<file path="src/rtl/alfr_pkg.sv">
// Package with shared constants of the additive lagged Fibonacci generator.
package alfr_pkg;

  localparam int unsigned RingDepthDef   = 31;
  localparam int unsigned FeedbackLagDef = 3;
  localparam int unsigned ThrowawayCount = 344;

  localparam logic [14:0] LcgMult  = 15'd16807;
  localparam logic [31:0] LcgMod   = 32'h7FFF_FFFF;
  localparam int unsigned LcgProdW = 47;

  localparam int unsigned DivW     = 32;
  localparam int unsigned DivSteps = DivW / 2;

  localparam logic OpReseed = 1'b0;
  localparam logic OpDraw   = 1'b1;

endpackage

</file>
<file path="src/rtl/alfr_ram.sv">
// Generic synchronous RAM with one write port and two registered read ports.
module alfr_ram #(
  parameter int unsigned Width = 32,
  parameter int unsigned Depth = 31
) (
  input  logic                     clk_i,
  input  logic                     we_i,
  input  logic [$clog2(Depth)-1:0] waddr_i,
  input  logic [Width-1:0]         wdata_i,
  input  logic [$clog2(Depth)-1:0] raddr_a_i,
  output logic [Width-1:0]         rdata_a_o,
  input  logic [$clog2(Depth)-1:0] raddr_b_i,
  output logic [Width-1:0]         rdata_b_o
);

  logic [Width-1:0] mem_q [Depth];

  always_ff @(posedge clk_i) begin
    if (we_i) begin
      mem_q[waddr_i] <= wdata_i;
    end
    rdata_a_o <= mem_q[raddr_a_i];
    rdata_b_o <= mem_q[raddr_b_i];
  end

endmodule

</file>
<file path="src/rtl/alfr_div.sv">
// Iterative restoring divider that retires two quotient bits per cycle.
module alfr_div (
  input  logic                      clk_i,
  input  logic                      rst_ni,
  input  logic                      start_i,
  input  logic [alfr_pkg::DivW-1:0] dividend_i,
  input  logic [alfr_pkg::DivW-1:0] divisor_i,
  output logic                      done_o,
  output logic [alfr_pkg::DivW-1:0] quotient_o
);
  import alfr_pkg::*;

  localparam int unsigned CntW = $clog2(DivSteps);

  logic            busy_q;
  logic            done_q;
  logic [CntW-1:0] cnt_q;
  logic [DivW-1:0] num_q;
  logic [DivW-1:0] rem_q;
  logic [DivW-1:0] den_q;

  logic [DivW:0]   r1;
  logic [DivW:0]   r1s;
  logic [DivW:0]   r2;
  logic [DivW:0]   r2s;
  logic            ge1;
  logic            ge2;

  always_comb begin
    r1  = {rem_q, num_q[DivW-1]};
    ge1 = r1 >= {1'b0, den_q};
    r1s = ge1 ? r1 - {1'b0, den_q} : r1;
    r2  = {r1s[DivW-1:0], num_q[DivW-2]};
    ge2 = r2 >= {1'b0, den_q};
    r2s = ge2 ? r2 - {1'b0, den_q} : r2;
  end

  always_ff @(posedge clk_i or negedge rst_ni) begin
    if (!rst_ni) begin
      busy_q <= 1'b0;
      done_q <= 1'b0;
      cnt_q  <= '0;
    end else begin
      done_q <= 1'b0;
      if (start_i) begin
        busy_q <= 1'b1;
        cnt_q  <= '0;
        num_q  <= dividend_i;
        den_q  <= divisor_i;
        rem_q  <= '0;
      end else if (busy_q) begin
        num_q <= {num_q[DivW-3:0], ge1, ge2};
        rem_q <= r2s[DivW-1:0];
        cnt_q <= cnt_q + 1'b1;
        if (cnt_q == CntW'(DivSteps - 1)) begin
          busy_q <= 1'b0;
          done_q <= 1'b1;
        end
      end
    end
  end

  assign done_o     = done_q;
  assign quotient_o = num_q;

endmodule

</file>
<file path="src/rtl/additive_lagged_fibonacci_rng.sv">
// Top level of the additive lagged Fibonacci generator with range scaling.
//
//   Channel  Signals                                      Direction
//   in       in_valid_i, in_stall_o, op_i, seed_i,        request into the block
//            range_max_i
//   out      out_valid_o, out_stall_i, raw_value_o,       request out of the block
//            scaled_value_o, range_error_o
//
// One request is worked on at a time; the ring sits in a two-read-port RAM.
// A draw reads the ring, writes the new sum back, then runs two passes of the divider.
// A reseed fills the ring from the seed with the LCG, then runs 344-FeedbackLag
// feedback steps; each step reads the RAM in StFbRd and writes it in StFbWr.
// A zero-range draw skips the ring and divider. Reset leaves the ring reading zero.
// A finished result waits in the output register while out_stall_i is high.
module additive_lagged_fibonacci_rng #(
  parameter int unsigned RingDepth   = alfr_pkg::RingDepthDef,
  parameter int unsigned FeedbackLag = alfr_pkg::FeedbackLagDef
) (
  input  logic        clk_i,
  input  logic        rst_ni,
  input  logic        in_valid_i,
  output logic        in_stall_o,
  input  logic        op_i,
  input  logic [31:0] seed_i,
  input  logic [30:0] range_max_i,
  output logic        out_valid_o,
  input  logic        out_stall_i,
  output logic [30:0] raw_value_o,
  output logic [30:0] scaled_value_o,
  output logic        range_error_o
);
  import alfr_pkg::*;

  localparam int unsigned AddrW   = $clog2(RingDepth);
  localparam int unsigned LagMod  = FeedbackLag % RingDepth;
  localparam int unsigned FbSteps = ThrowawayCount - FeedbackLag;
  localparam int unsigned StepW   = $clog2(FbSteps);

  localparam logic [AddrW-1:0] LagModA   = AddrW'(LagMod);
  localparam logic [AddrW-1:0] BackA     = AddrW'(RingDepth - LagMod);
  localparam logic [AddrW-1:0] LastA     = AddrW'(RingDepth - 1);
  localparam logic [AddrW-1:0] ThrowModA = AddrW'(ThrowawayCount % RingDepth);
  localparam logic [StepW-1:0] LastStep  = StepW'(FbSteps - 1);
  localparam logic [DivW-1:0]  DivTop    = {1'b1, {(DivW-1){1'b0}}};

  typedef enum logic [3:0] {
    StIdle,
    StLcgMul,
    StLcgRed,
    StFbRd,
    StFbWr,
    StDrRd,
    StDrWr,
    StDiv1,
    StDiv2,
    StDone
  } state_e;

  function automatic logic [AddrW-1:0] behind(input logic [AddrW-1:0] s);
    return (s >= LagModA) ? s - LagModA : s + BackA;
  endfunction

  function automatic logic [AddrW-1:0] wrap_inc(input logic [AddrW-1:0] s);
    return (s == LastA) ? '0 : s + 1'b1;
  endfunction

  state_e                 state_q;
  logic [AddrW-1:0]       idx_q;
  logic [AddrW-1:0]       ptr_q;
  logic [StepW-1:0]       step_q;
  logic [31:0]            prev_q;
  logic [LcgProdW-1:0]    prod_q;
  logic                   neg_q;
  logic [30:0]            range_q;
  logic [30:0]            raw_q;
  logic [30:0]            scaled_q;
  logic                   err_q;
  logic [RingDepth-1:0]   vld_q;
  logic                   rva_q;
  logic                   rvb_q;
  logic                   out_valid_q;
  logic [30:0]            raw_value_q;
  logic [30:0]            scaled_value_q;
  logic                   range_error_q;

  logic                   in_acc;
  logic                   out_free;
  logic [31:0]            mag;
  logic [31:0]            red_sum;
  logic [31:0]            red;
  logic [30:0]            lcg_v;
  logic [31:0]            rd_a;
  logic [31:0]            rd_b;
  logic [31:0]            ram_a;
  logic [31:0]            ram_b;
  logic                   we;
  logic [AddrW-1:0]       waddr;
  logic [31:0]            wdata;
  logic [AddrW-1:0]       raddr_a;
  logic                   div_start;
  logic [DivW-1:0]        div_dividend;
  logic [DivW-1:0]        div_divisor;
  logic                   div_done;
  logic [DivW-1:0]        div_quo;
  logic [30:0]            clamped;

  assign in_acc   = in_valid_i && (state_q == StIdle);
  assign out_free = !out_valid_q || !out_stall_i;

  always_comb begin
    mag     = prev_q[31] ? (~prev_q + 32'd1) : prev_q;
    red_sum = {1'b0, prod_q[30:0]} + 32'(prod_q[LcgProdW-1:31]);
    red     = (red_sum >= LcgMod) ? red_sum - LcgMod : red_sum;
    lcg_v   = (neg_q && (red[30:0] != '0)) ? LcgMod[30:0] - red[30:0] : red[30:0];
  end

  assign rd_a    = rva_q ? ram_a : '0;
  assign rd_b    = rvb_q ? ram_b : '0;
  assign raddr_a = (state_q == StDrRd) ? ptr_q : idx_q;

  always_comb begin
    we    = 1'b0;
    waddr = idx_q;
    wdata = rd_a + rd_b;
    unique case (state_q)
      StIdle: begin
        we    = in_acc && (op_i == OpReseed);
        waddr = '0;
        wdata = seed_i;
      end
      StLcgRed: begin
        we    = 1'b1;
        wdata = {1'b0, lcg_v};
      end
      StFbWr: begin
        we = 1'b1;
      end
      StDrWr: begin
        we    = 1'b1;
        waddr = ptr_q;
      end
      default: begin
        we = 1'b0;
      end
    endcase
  end

  alfr_ram #(
    .Width(32),
    .Depth(RingDepth)
  ) u_ring (
    .clk_i    (clk_i),
    .we_i     (we),
    .waddr_i  (waddr),
    .wdata_i  (wdata),
    .raddr_a_i(raddr_a),
    .rdata_a_o(ram_a),
    .raddr_b_i(behind(raddr_a)),
    .rdata_b_o(ram_b)
  );

  always_comb begin
    div_start    = 1'b0;
    div_dividend = DivTop;
    div_divisor  = {1'b0, range_q};
    if (state_q == StDrWr) begin
      div_start = 1'b1;
    end else if (state_q == StDiv1 && div_done) begin
      div_start    = 1'b1;
      div_dividend = {1'b0, raw_q};
      div_divisor  = div_quo;
    end
  end

  alfr_div u_div (
    .clk_i     (clk_i),
    .rst_ni    (rst_ni),
    .start_i   (div_start),
    .dividend_i(div_dividend),
    .divisor_i (div_divisor),
    .done_o    (div_done),
    .quotient_o(div_quo)
  );

  assign clamped = (div_quo >= {1'b0, range_q}) ? range_q - 31'd1 : div_quo[30:0];

  always_ff @(posedge clk_i or negedge rst_ni) begin
    if (!rst_ni) begin
      state_q     <= StIdle;
      idx_q       <= '0;
      ptr_q       <= '0;
      step_q      <= '0;
      vld_q       <= '0;
      rva_q       <= 1'b0;
      rvb_q       <= 1'b0;
      out_valid_q <= 1'b0;
    end else begin
      rva_q <= vld_q[raddr_a];
      rvb_q <= vld_q[behind(raddr_a)];
      if (we) begin
        vld_q[waddr] <= 1'b1;
      end
      if (state_q == StDone && out_free) begin
        out_valid_q <= 1'b1;
      end else if (out_valid_q && !out_stall_i) begin
        out_valid_q <= 1'b0;
      end
      unique case (state_q)
        StIdle: begin
          if (in_acc) begin
            raw_q    <= '0;
            scaled_q <= '0;
            err_q    <= 1'b0;
            range_q  <= range_max_i;
            if (op_i == OpReseed) begin
              prev_q  <= seed_i;
              idx_q   <= AddrW'(1);
              state_q <= StLcgMul;
            end else if (range_max_i == '0) begin
              err_q   <= 1'b1;
              state_q <= StDone;
            end else begin
              state_q <= StDrRd;
            end
          end
        end
        StLcgMul: begin
          prod_q  <= LcgProdW'(mag) * LcgProdW'(LcgMult);
          neg_q   <= prev_q[31];
          state_q <= StLcgRed;
        end
        StLcgRed: begin
          prev_q <= {1'b0, lcg_v};
          if (idx_q == LastA) begin
            idx_q   <= LagModA;
            step_q  <= '0;
            state_q <= StFbRd;
          end else begin
            idx_q   <= idx_q + 1'b1;
            state_q <= StLcgMul;
          end
        end
        StFbRd: begin
          state_q <= StFbWr;
        end
        StFbWr: begin
          idx_q  <= wrap_inc(idx_q);
          step_q <= step_q + 1'b1;
          if (step_q == LastStep) begin
            ptr_q   <= ThrowModA;
            state_q <= StDone;
          end else begin
            state_q <= StFbRd;
          end
        end
        StDrRd: begin
          state_q <= StDrWr;
        end
        StDrWr: begin
          raw_q   <= rd_a[31:1];
          ptr_q   <= wrap_inc(ptr_q);
          state_q <= StDiv1;
        end
        StDiv1: begin
          if (div_done) begin
            state_q <= StDiv2;
          end
        end
        StDiv2: begin
          if (div_done) begin
            scaled_q <= clamped;
            state_q  <= StDone;
          end
        end
        StDone: begin
          if (out_free) begin
            raw_value_q    <= raw_q;
            scaled_value_q <= scaled_q;
            range_error_q  <= err_q;
            state_q        <= StIdle;
          end
        end
        default: begin
          state_q <= StIdle;
        end
      endcase
    end
  end

  assign in_stall_o     = (state_q != StIdle);
  assign out_valid_o    = out_valid_q;
  assign raw_value_o    = raw_value_q;
  assign scaled_value_o = scaled_value_q;
  assign range_error_o  = range_error_q;

endmodule

</file>
<file path="config.mk">
export PLATFORM = sky130hd
export DESIGN_NAME = additive_lagged_fibonacci_rng
export DESIGN_NICKNAME = d
export VERILOG_FILES = /design/src/rtl/alfr_pkg.sv /design/src/rtl/alfr_ram.sv /design/src/rtl/alfr_div.sv /design/src/rtl/additive_lagged_fibonacci_rng.sv
export SDC_FILE = /design/constraint.sdc
export NUM_CORES = 2
export LEC_CHECK = 0
export CORE_MARGIN = 1.5
export CORE_UTILIZATION = 35
export CTS_CLUSTER_DIAMETER = 50
export DETAILED_ROUTE_END_ITERATION = 7
export DONT_BUFFER_PORTS = 1
export GPL_TIMING_DRIVEN = 0
export HOLD_SLACK_MARGIN = 0.02
export PLACE_DENSITY = 0.54
export SLEW_MARGIN = 20
export SYNTH_ARGS = -nofsm -noshare
export SYNTH_HDL_FRONTEND = slang
export SYNTH_SLANG_ARGS = --single-unit
</file>
<file path="constraint.sdc">
create_clock -name clk_i -period 7.8 [get_ports clk_i]
set_input_delay 0.78 -clock clk_i [delete_from_list [all_inputs] [get_ports clk_i]]
set_output_delay 0.78 -clock clk_i [all_outputs]
set_load 0.01 [all_outputs]
</file>
==> run_results.csv <==
group,metric,value,unit
setup_path,cp.required,8.34,ns
finish,fin_area,98300,um2
global_routing,grt_pass1_wl,447100,um
clock_network,h-tree-depth,4,
power_and_ir_drop,ir_drop,0.2266,mV
routing,vias,65480,
routing,ant_nets,0,
synth,synth-xor-area-share,0.02683,
setup_path,cp.depth,31,
finish,syn_to_final_growth,18.55,%
setup_path,worstReg2RegStart,"prev_q[1]",
sta,setup_tns,-3.179,ns
synth,synth_commonest_cells,"nand2_1, edfxtp_1, nand3_1",
floorplan,die_h,489.7,um
synth,yosysWarnings,0,
place,placed_area,89760,um2
status,violations,"setup timing",
clock_network,clkSinkCount,1452,
floorplan,dieArea,239800,um2
global_routing,grt.total_usage,0.2580,
floorplan,die_w,489.7,um
sta,finalMaxSlewViolations,0,
status,status,"finished with violations",
synth,synth_cell_types,108,
power_and_ir_drop,seqPwrFrac,0.476,
synth,yosysSeqAreaShare,0.5143,
synth,synth_compound_area_frac,0.1102,
synth,synth_top_cell_area_share,0.4798,
synth,muxShareOfSynthArea,0.07333,
global_routing,grt_pass1_vias,62910,
setup_path,endpoint,"prod_q[44]",
power_and_ir_drop,internal_power,13790,uW
sta,fin_crit_sh,1.055,
routing,routed_wl,316100,um
synth,synth_area_per_cell,11.10,um2
sta,hold_viol,0,
setup_path,cp-end-kind,"register",
synth,ys_ff_latch,1452,
finish,fin_cells,11200,
setup_path,critPathMostFrequentCell,"fa_1",
finish,nets,8423,
sta,fmax,0.1216,GHz
floorplan,initial_core_util,0.3522,
setup_path,start_kind,"register",
synth,ys_async_sr_fraction,0.04339,
place,numPortBuffers,0,
synth,synthAdderAreaFrac,0.08456,
routing,drt_first_pass_iters,8,
synth,synthSimpleGateAreaFrac,0.1527,
setup_path,critPathMaxFanout,5,
place,place.gp.congestion,1.100,
setup_path,max_stage_delay,0.50,ns
setup_path,rr_worst_depth,31,
sta,holdWs,0.06659,ns
sta,fin_ws,-0.4271,ns
global_routing,grt_overflow,0,
sta,tightestPinTransition,1.314,ns
synth,synth_edf_count,1325,
clock_network,clockRootBuffer,"clkbuf_16",
global_routing,antenna_found_initial,19,
synth,yosys.area.top_type,"edfxtp_1",
finish,layout-drive-gt1-share,0.1412,
synth,synth_top_family_by_area,"simple AND/OR/NAND/NOR gates",
sta,fin_crit,8.227,ns
place,placed_cells,10740,
routing,drt_iter0_drc,8506,
global_routing,grt_max_degree,64,
sta,relSlewSlack,0.1184,
clock_network,clock_latency,0.88,ns
finish,num-fill-cells,22060,
power_and_ir_drop,p_switching,3868,uW
setup_path,r2r_slack,-0.43,ns
setup_path,crit_buf_inv,6,
routing,post_drt_wl_per_cell,28.22,um
power_and_ir_drop,power.share.combinational,0.021,
worst_hold_path,hp-class,"in2reg",
synth,synthCells,7473,
routing,drc,0,
setup_path,cp_data_arrival_time,8.77,ns
floorplan,num_rows,178,
run,drv_cap,0,
sta,skew,0.08654,ns
synth,yosys_most_used_dff,"edfxtp_1",
setup_path,worst_path_max_delay_cell,"fa_1",
power_and_ir_drop,power_leakage,0.03584,uW
power_and_ir_drop,p_clk_frac,0.504,
setup_path,worst_r2r_endpoint,"prod_q[44]",
clock_network,numCtsBuffers,183,
synth,yosysMostFrequentCell,"nand2_1",
clock_network,clk_pin_slew,0.06,ns
clock_network,cts_tree,"built",
routing,viasPerCell,5.845,
sta,setup_viol,15,
clock_network,clock_path_buffers,3,
power_and_ir_drop,powerDensity,179.6,nW/um2
setup_path,worst-setup-path-type,"reg2reg",
sta,grt_setup_unrepaired,"true",
synth,yosys-top-cells-area,"edfxtp_1, nand2_1, mux4_2, ha_1, fa_1",
floorplan,coreArea,235400,um2
finish,postLayoutCoreUtil,0.4176,
place,dp.final_hpwl,240400,um
power_and_ir_drop,sw_frac_of_total,0.2191,
setup_path,startpoint,"prev_q[1]",
worst_hold_path,hp-start,"rst_ni",
synth,synth_nets,8020,
setup_path,crit_family,"adder cells",
floorplan,ios,133,
synth,synthesis.area,82920,um2
## layout make-up
type | instances | area (um2) | share of cell area
clock inverters | 130 | 1594 | 0.01622
inverters | 381 | 1430 | 0.01455
well taps | 3150 | 3941 | 0.04009
multi-input cells | 5194 | 39110 | 0.3978
plain buffers | 446 | 1828 | 0.01860
clock buffers | 213 | 4786 | 0.04869
repair buffers | 218 | 2920 | 0.02971
diodes | 19 | 47.55 | 0.0004837
flip-flops and latches | 1452 | 42650 | 0.4338
## cell usage in the layout (no fill, tap or decap), drive strengths merged, types with 168 or more instances in the layout
cell type and n:
edfxtp 1325, buf 256, nand3 431, mux4 231, a311oi 265, nor2 302, ha 346, xnor2 168
clkbuf 584, nand2 1603, o21ai 191, a21oi 214, inv 403
## flip-flops by register name, indices dropped and copies added (netlist names), 32 cells and up
register          cells
prod_q               47
u_ring.rdata_a_o     32
prev_q               32
u_ring.mem_q        992
u_div.quotient_o     32
u_div.rem_q          32
u_div.den_q          32
u_ring.rdata_b_o     32
## per-layer routing
metal	track usage	wire length, um	vias up
met5	0	93	-
met4	0.1401	18490	4
met3	0.06969	36730	622
met2	0.3861	137300	3793
met1	0.3389	123500	32630
li1	-	-	28440
## power by group through the flow
| stage | clock network, uW | logic [uW] | registers, uW |
|---|---|---|---|
| final | 8890 | 363 | 8400 |
| after global routing | 9270 | 402 | 8390 |
| after CTS | 8950 | 358 | 8400 |
| after detailed placement | 0 | 329 | 8560 |
| after global placement | 0 | 325 | 8560 |
| after floorplan | 0 | 262 | 8550 |
## logic make-up after synthesis
kind of cell,after synthesis
AND/OR/NAND/NOR,2864
flip-flops,1452
AO/OA/AOI/OAI,1278
buffers and inverters,827
adder cells (fa/ha/maj),481
multiplexers,317
XOR/XNOR,254
## stage by stage
stage               setup WS [ns]  total power (uW)
detailed placement         -1.799              8886
global placement           -5.558              8883
floorplan                -0.09487              8816
global route              -0.6903             18070
finish                    -0.4271             17650
CTS                       -0.3513             17710
## how the worst min path moves through the flow
stage                          to  slack (ns)  cells after the start
4_1_cts            u_div.rem_q[9]        0.02                      0
3_3_place_gp        range_error_o        0.40                      0
5_1_grt           u_div.rem_q[10]        0.03                      0
6_report           u_div.rem_q[9]        0.07                      0
2_1_floorplan       range_error_o        0.40                      0
3_5_place_dp   scaled_value_o[10]        0.40                      0
## what timing repair did
action / in CTS / in global routing
pin swaps: 69 / 37
hold buffers: 35 / 0
setup buffers: 57 / 17
hold endpoints to repair: 94 / 0
endpoints found under the setup margin: 95 / 63
resized for setup: 148 / 66
Note: power is estimated with default switching activity, not from simulation.
